==> config.mk <==
export PLATFORM = sky130hd
export DESIGN_NAME = prs_ctrl
export DESIGN_NICKNAME = d
export VERILOG_FILES = /design/src/rtl/core/prs_pkg.sv /design/src/rtl/core/prs_ctrl.sv
export SDC_FILE = /design/constraint.sdc
export NUM_CORES = 1
export LEC_CHECK = 0
export BUFFER_PORTS_ARGS = -buffer_cell sky130_fd_sc_hd__buf_2
export CAP_MARGIN = 20
export CORE_AREA = 2 2 39 41
export DETAILED_ROUTE_END_ITERATION = 10
export DIE_AREA = 0 0 41 43
export PLACE_DENSITY_LB_ADDON = 0.2
export SYNTH_ARGS = -nofsm -noshare
export SYNTH_HDL_FRONTEND = slang
export SYNTH_SLANG_ARGS = --single-unit
==> constraint.sdc <==
create_clock -name clk -period 1 [get_ports clk]
set_input_delay 0.25 -clock clk [delete_from_list [all_inputs] [get_ports clk]]
set_output_delay 0.25 -clock clk [all_outputs]
set_load 0.02 [all_outputs]
==> src/rtl/core/prs_pkg.sv <==
// Shared types and constants of the polynomial root scaler.
`default_nettype none

package prs_pkg;

  localparam int MAX_LEN = 1024;
  localparam int INDEX_W = $clog2(MAX_LEN);

  localparam int DATA_W   = 16;
  localparam int FACTOR_W = 32;
  localparam int CFG_IDX_W = 2;

  typedef enum logic [CFG_IDX_W-1:0] {
    CFG_MODE     = 2'd0,
    CFG_ALPHA_RE = 2'd1,
    CFG_ALPHA_IM = 2'd2
  } cfg_reg_t;

  // Operand pairs for the shared complex multiplier
  typedef enum logic [1:0] {
    MUL_POWER  = 2'd0,
    MUL_RESULT = 2'd1,
    MUL_FACTOR = 2'd2
  } mul_sel_t;

  typedef struct packed {
    logic     load_item;
    logic     mul_en;
    mul_sel_t mul_sel;
    logic     pow_write;
    logic     out_write;
    logic     fac_write;
  } dp_cmd_t;

  typedef struct packed {
    logic pow_more;
    logic pow_last;
    logic out_free;
  } dp_status_t;

endpackage

`default_nettype wire

==> src/rtl/core/prs_ctrl.sv <==
// Controller: sequences power build, result product and factor update for each word.
`default_nettype none

module prs_ctrl (
  input  logic                clk,
  input  logic                rst,
  input  logic                in_valid,
  output logic                in_ready,
  input  prs_pkg::dp_status_t status,
  output prs_pkg::dp_cmd_t    cmd
);
  import prs_pkg::*;

  typedef enum logic [2:0] {
    S_IDLE,
    S_POW_MUL,
    S_POW_ACC,
    S_RES_MUL,
    S_RES_ACC,
    S_FAC_ACC
  } state_t;

  state_t state;
  state_t state_next;

  always_ff @(posedge clk) begin
    if (rst) begin
      state <= S_IDLE;
    end else begin
      state <= state_next;
    end
  end

  always_comb begin
    state_next    = state;
    in_ready      = 1'b0;
    cmd.load_item = 1'b0;
    cmd.mul_en    = 1'b0;
    cmd.mul_sel   = MUL_RESULT;
    cmd.pow_write = 1'b0;
    cmd.out_write = 1'b0;
    cmd.fac_write = 1'b0;
    case (state)
      S_IDLE: begin
        // hold off input words while reset is applied
        in_ready = !rst;
        if (in_valid && !rst) begin
          cmd.load_item = 1'b1;
          state_next    = status.pow_more ? S_POW_MUL : S_RES_MUL;
        end
      end
      S_POW_MUL: begin
        cmd.mul_en  = 1'b1;
        cmd.mul_sel = MUL_POWER;
        state_next  = S_POW_ACC;
      end
      S_POW_ACC: begin
        cmd.pow_write = 1'b1;
        state_next    = status.pow_last ? S_RES_MUL : S_POW_MUL;
      end
      S_RES_MUL: begin
        cmd.mul_en  = 1'b1;
        cmd.mul_sel = MUL_RESULT;
        state_next  = S_RES_ACC;
      end
      S_RES_ACC: begin
        // hold the result products until the output word is free
        if (status.out_free) begin
          cmd.out_write = 1'b1;
          cmd.mul_en    = 1'b1;
          cmd.mul_sel   = MUL_FACTOR;
          state_next    = S_FAC_ACC;
        end
      end
      S_FAC_ACC: begin
        cmd.fac_write = 1'b1;
        state_next    = S_IDLE;
      end
      default: begin
        state_next = S_IDLE;
      end
    endcase
  end

endmodule

`default_nettype wire

# [Yosys cells after proc, flatten, opt, wreduce, memory -nomap -nowiden]
# Index checks and enable logic that the tools add are counted.
[classes] n_eq_ne=7 muxes=14 reduce_logical=4
[op_table] operator="3-bit case mux with 5 select lines" count=1
[op_table] operator="3-bit 2-to-1 mux" count=3
[op_table] operator="3-bit case mux with 3 select lines" count=1
[op_table] operator="1-bit 2-to-1 mux" count=7
[op_table] operator="3-bit by 2-bit equality test with 1-bit output (second input constant)" count=2
[op_table] operator="3-bit equality test (second input constant)" count=2
[op_table] operator="2-bit 2-to-1 mux" count=2
[op_table] operator="2-bit inequality test (second input constant)" count=2
[op_table] operator="3-bit by 1-bit equality test with 1-bit output (second input constant)" count=1
[op_table] operator="3-bit zero test" count=1
[op_table] operator="2-bit AND reduction" count=1
[op_table] operator="1-bit logical AND" count=1
[op_table] operator="1-bit zero test" count=1
[totals] regBits=3 elab_cells=26

# [Logic depth before layout (Yosys ltp)]
[logic_depth] ltp_word=4 mapped_depth=4

# [Worst setup path after synthesis]
# No wires, ideal clock.
[synth_timing] kind="reg-to-output" startpoint="register state[2]" endpoint="output port cmd[4] (netlist bit)" arrival_ns=1.277 setup_slack_ns=-0.527 stages_incl_launch_ff=5 path_buffers=2 path_cell_list="dfxtp_1 -> buf_6 -> nand2_1 -> nor3_1 -> buf_4"
[synth_lines] element="start: declaration" line_no="prs_ctrl.sv:23" rtl="state_t state;"
[synth_lines] element="start signal: assignment" line_no="prs_ctrl.sv:30" rtl="state <= state_next;"
[synth_lines] element="end: declaration" line_no="prs_ctrl.sv:10" rtl="output prs_pkg::dp_cmd_t cmd"

==> out/summary.txt <==
maximum vdd drop: 0.524 mV
synth-to-layout area growth: 120%
proportion of synthesized area in mux cells: 0%
CP endpoint: cmd[6]
worst slew pin tran: 0.231 ns
DR WL met2: 405 um
clock power share: 29.9%
total CTS buffers: 3
static leakage: 0.247 nW
Synth Warn #: 0
Largest register FFs: 3
Final Max Tran Viols: 0
Cell Area, Synth: 272 um2
Die Width: 41 um
FF-to-FF setup slack: -0.15 ns
clk_lat worst skew: 0.23 ns
switching power: 231 uW
clock buffer depth: 2
WP data required: 0.75 ns
R2R depth: 5
Synth area leaders: dfxtp_1 (22%), nand2b_1 (9.2%), buf_6 (8.3%)
GPL Wtd Cong: 0.699
Reg2Reg Launch Point: state[2]$_SDFFE_PP0P_
Seq pwr share: 22.3%
biggest regs: state: 3 flops
most common cell after layout, fill and taps aside: buf_6
Startpoint Class: flop
Overflow after GRT: 0
First-pass DRT Iterations: 3
final hold viol count: 0
vias in the first global route: 312
Synth area leader: dfxtp_1
Tcrit/Tclk final: 139%
Cell variety after synth: 20
Setup Skew: 0.00223 ns
antenna cells: 0
starting density of the core: 19.6%
CTS tree: done
DR vias: 297
Synth Area in Adders: 0%
first-pass GRT wire length: 1260 um
Reg with most FFs: state
status: finished, violations left
final net count: 61
Crit Path Max Fanout: 3
Net Sw Frac: 32.5%
Setup crit end kind: primary output
mean routed wirelength per cell: 10.3 um
largest family of logic cells by synthesized area: simple AND/OR/NAND/NOR gates
DR WL met3: 21 um
syn_area_per_cell: 9.70 um2
footprint of the multi-input gates: 236 um2
Comb pwr share: 47.8%
Clock transition at path regs: 0.04 ns
die outline area: 1760 um2
Die Y: 43 um
Simple-Gate Fraction of Synth Area: 45.2%
fin util: 43.2%
DRC errors left: 0
CTS root buf: clkbuf_4
Max-Cap Viols: 0
Port-buffer cells: 13
kind of critical path: flop to primary output
Hold WC Path Type: input pin to flop
fillers: 143
failing checks: negative setup slack
Routed WL: 721 um
largest net degree at the start of global routing: 7
pwr dens: 1190 nW/um2
H-tree depth: 1
post-synthesis sequential area ratio: 22.1%
Slew Limit Headroom: 84.6%
CP Data Arrival Time: 1.14 ns
RSZ-0062 raised after global routing: yes
Post-DRT Antenna Nets: 0
Initial DRC Count: 2
endpoints failing setup: 11
syn nets: 34
FP Rows: 14
Post-Syn Instances: 28
initial antenna violation count: 0
ratio of cells with drive above 1 in the final layout: 81.5%
Vias/cell: 4.24
reg2reg end: state[1]$_SDFFE_PP0P_
FF+latch area: 71.3 um2
most frequent cells in the layout: buf_6 (13), buf_4 (7), buf_2 (5)
clock sinks: 3
Critical Path Source: state[1]$_SDFFE_PP0P_
xor-xnor portion of the synthesized cell area: 0%
CTS Hold Buffers Added: 0
Core ar.: 1380 um2
Final min period: 1.39 ns
Top Layer Used: met3
All-Layer GR Usage: 10.5%
hold wc startpoint: status[1]
met1 WL: 294 um
setup ws final: -0.386 ns
hpwl dp: 485 um
Synth Register Bits: 3
final hold slack: 0.273 ns
Compound-Gate Fraction of Synth Area: 18.9%
Internal Pwr Total: 480 uW
Max Freq: 0.722 GHz
share of the synthesized area in the top cell type: 22.1%
Ports: 14
## power by group through the flow
stage	combinational (mW)	clock [mW]	sequential [mW]
2_1_floorplan	0.164	0	0.143
3_3_place_gp	0.226	0	0.160
3_5_place_dp	0.231	0	0.160
4_1_cts	0.312	0.223	0.160
5_1_grt	0.363	0.233	0.162
6_report	0.340	0.212	0.159
## routing by layer
layer | GRT usage [%] | vias to the layer above
li1 | - | 152
met1 | 12.5 | 138
met2 | 15.0 | 7
met3 | 4.71 | 0
met4 | 6.00 | 0
met5 | 0 | -
## repair_timing
action | in CTS | in global routing
buffers inserted | 4 | 0
pin swaps | 6 | 5
setup endpoints to repair | 11 | 11
gates resized for setup | 27 | 6
## worst min-delay path by stage
stage	end	slack (ns)	cells after the start
floorplan	state[0]$_SDFFE_PP0P_	0.32	1
global placement	state[1]$_SDFFE_PP0P_	0.51	3
detailed placement	state[1]$_SDFFE_PP0P_	0.52	3
CTS	state[1]$_SDFFE_PP0P_	0.27	3
global route	state[1]$_SDFFE_PP0P_	0.27	3
finish	state[1]$_SDFFE_PP0P_	0.27	3
## synthesized netlist by cell type, drive strengths merged
| master | instances |
|---|---|
| buf | 4 |
| nand2b | 4 |
| dfxtp | 3 |
| nand3b | 2 |
| nor3 | 2 |
| a2111oi | 1 |
| a21o | 1 |
| a21oi | 1 |
| a221oi | 1 |
| and2 | 1 |
| and3b | 1 |
| nand2 | 1 |
| nor2 | 1 |
| nor3b | 1 |
| nor4 | 1 |
| o31ai | 1 |
| or2 | 1 |
| or3b | 1 |
## cell type report
class,count,share of cell area [%]
timing repair buffer,26,40.8
tap,16,3.35
clock buffer,4,4.39
multi-input combinational,21,39.5
sequential,3,11.9
## through the flow
step	instance area [um2]	TNS (ns)	instances	total power, mW	setup slack (ns)
2_1_floorplan	289	-1.25	28	0.307	-0.337
3_3_place_gp	413	-1.44	62	0.386	-0.201
3_5_place_dp	413	-1.57	62	0.391	-0.219
4_1_cts	566	-3.19	70	0.695	-0.407
5_1_grt	598	-3.52	70	0.757	-0.437
6_report	598	-2.98	70	0.711	-0.386
## cell families after synthesis
family	Yosys count
AOI/OAI and AO/OA	5
buffers and inverters	4
DFF	3
and+or+nand+nor	16
## critical path, cell delays in order (launching register included)
cell	delay, ns
dfxtp_4	0.36
nor4_4	0.26
and2_4	0.18
buf_6	0.11
(Power assumes the default switching activity.)
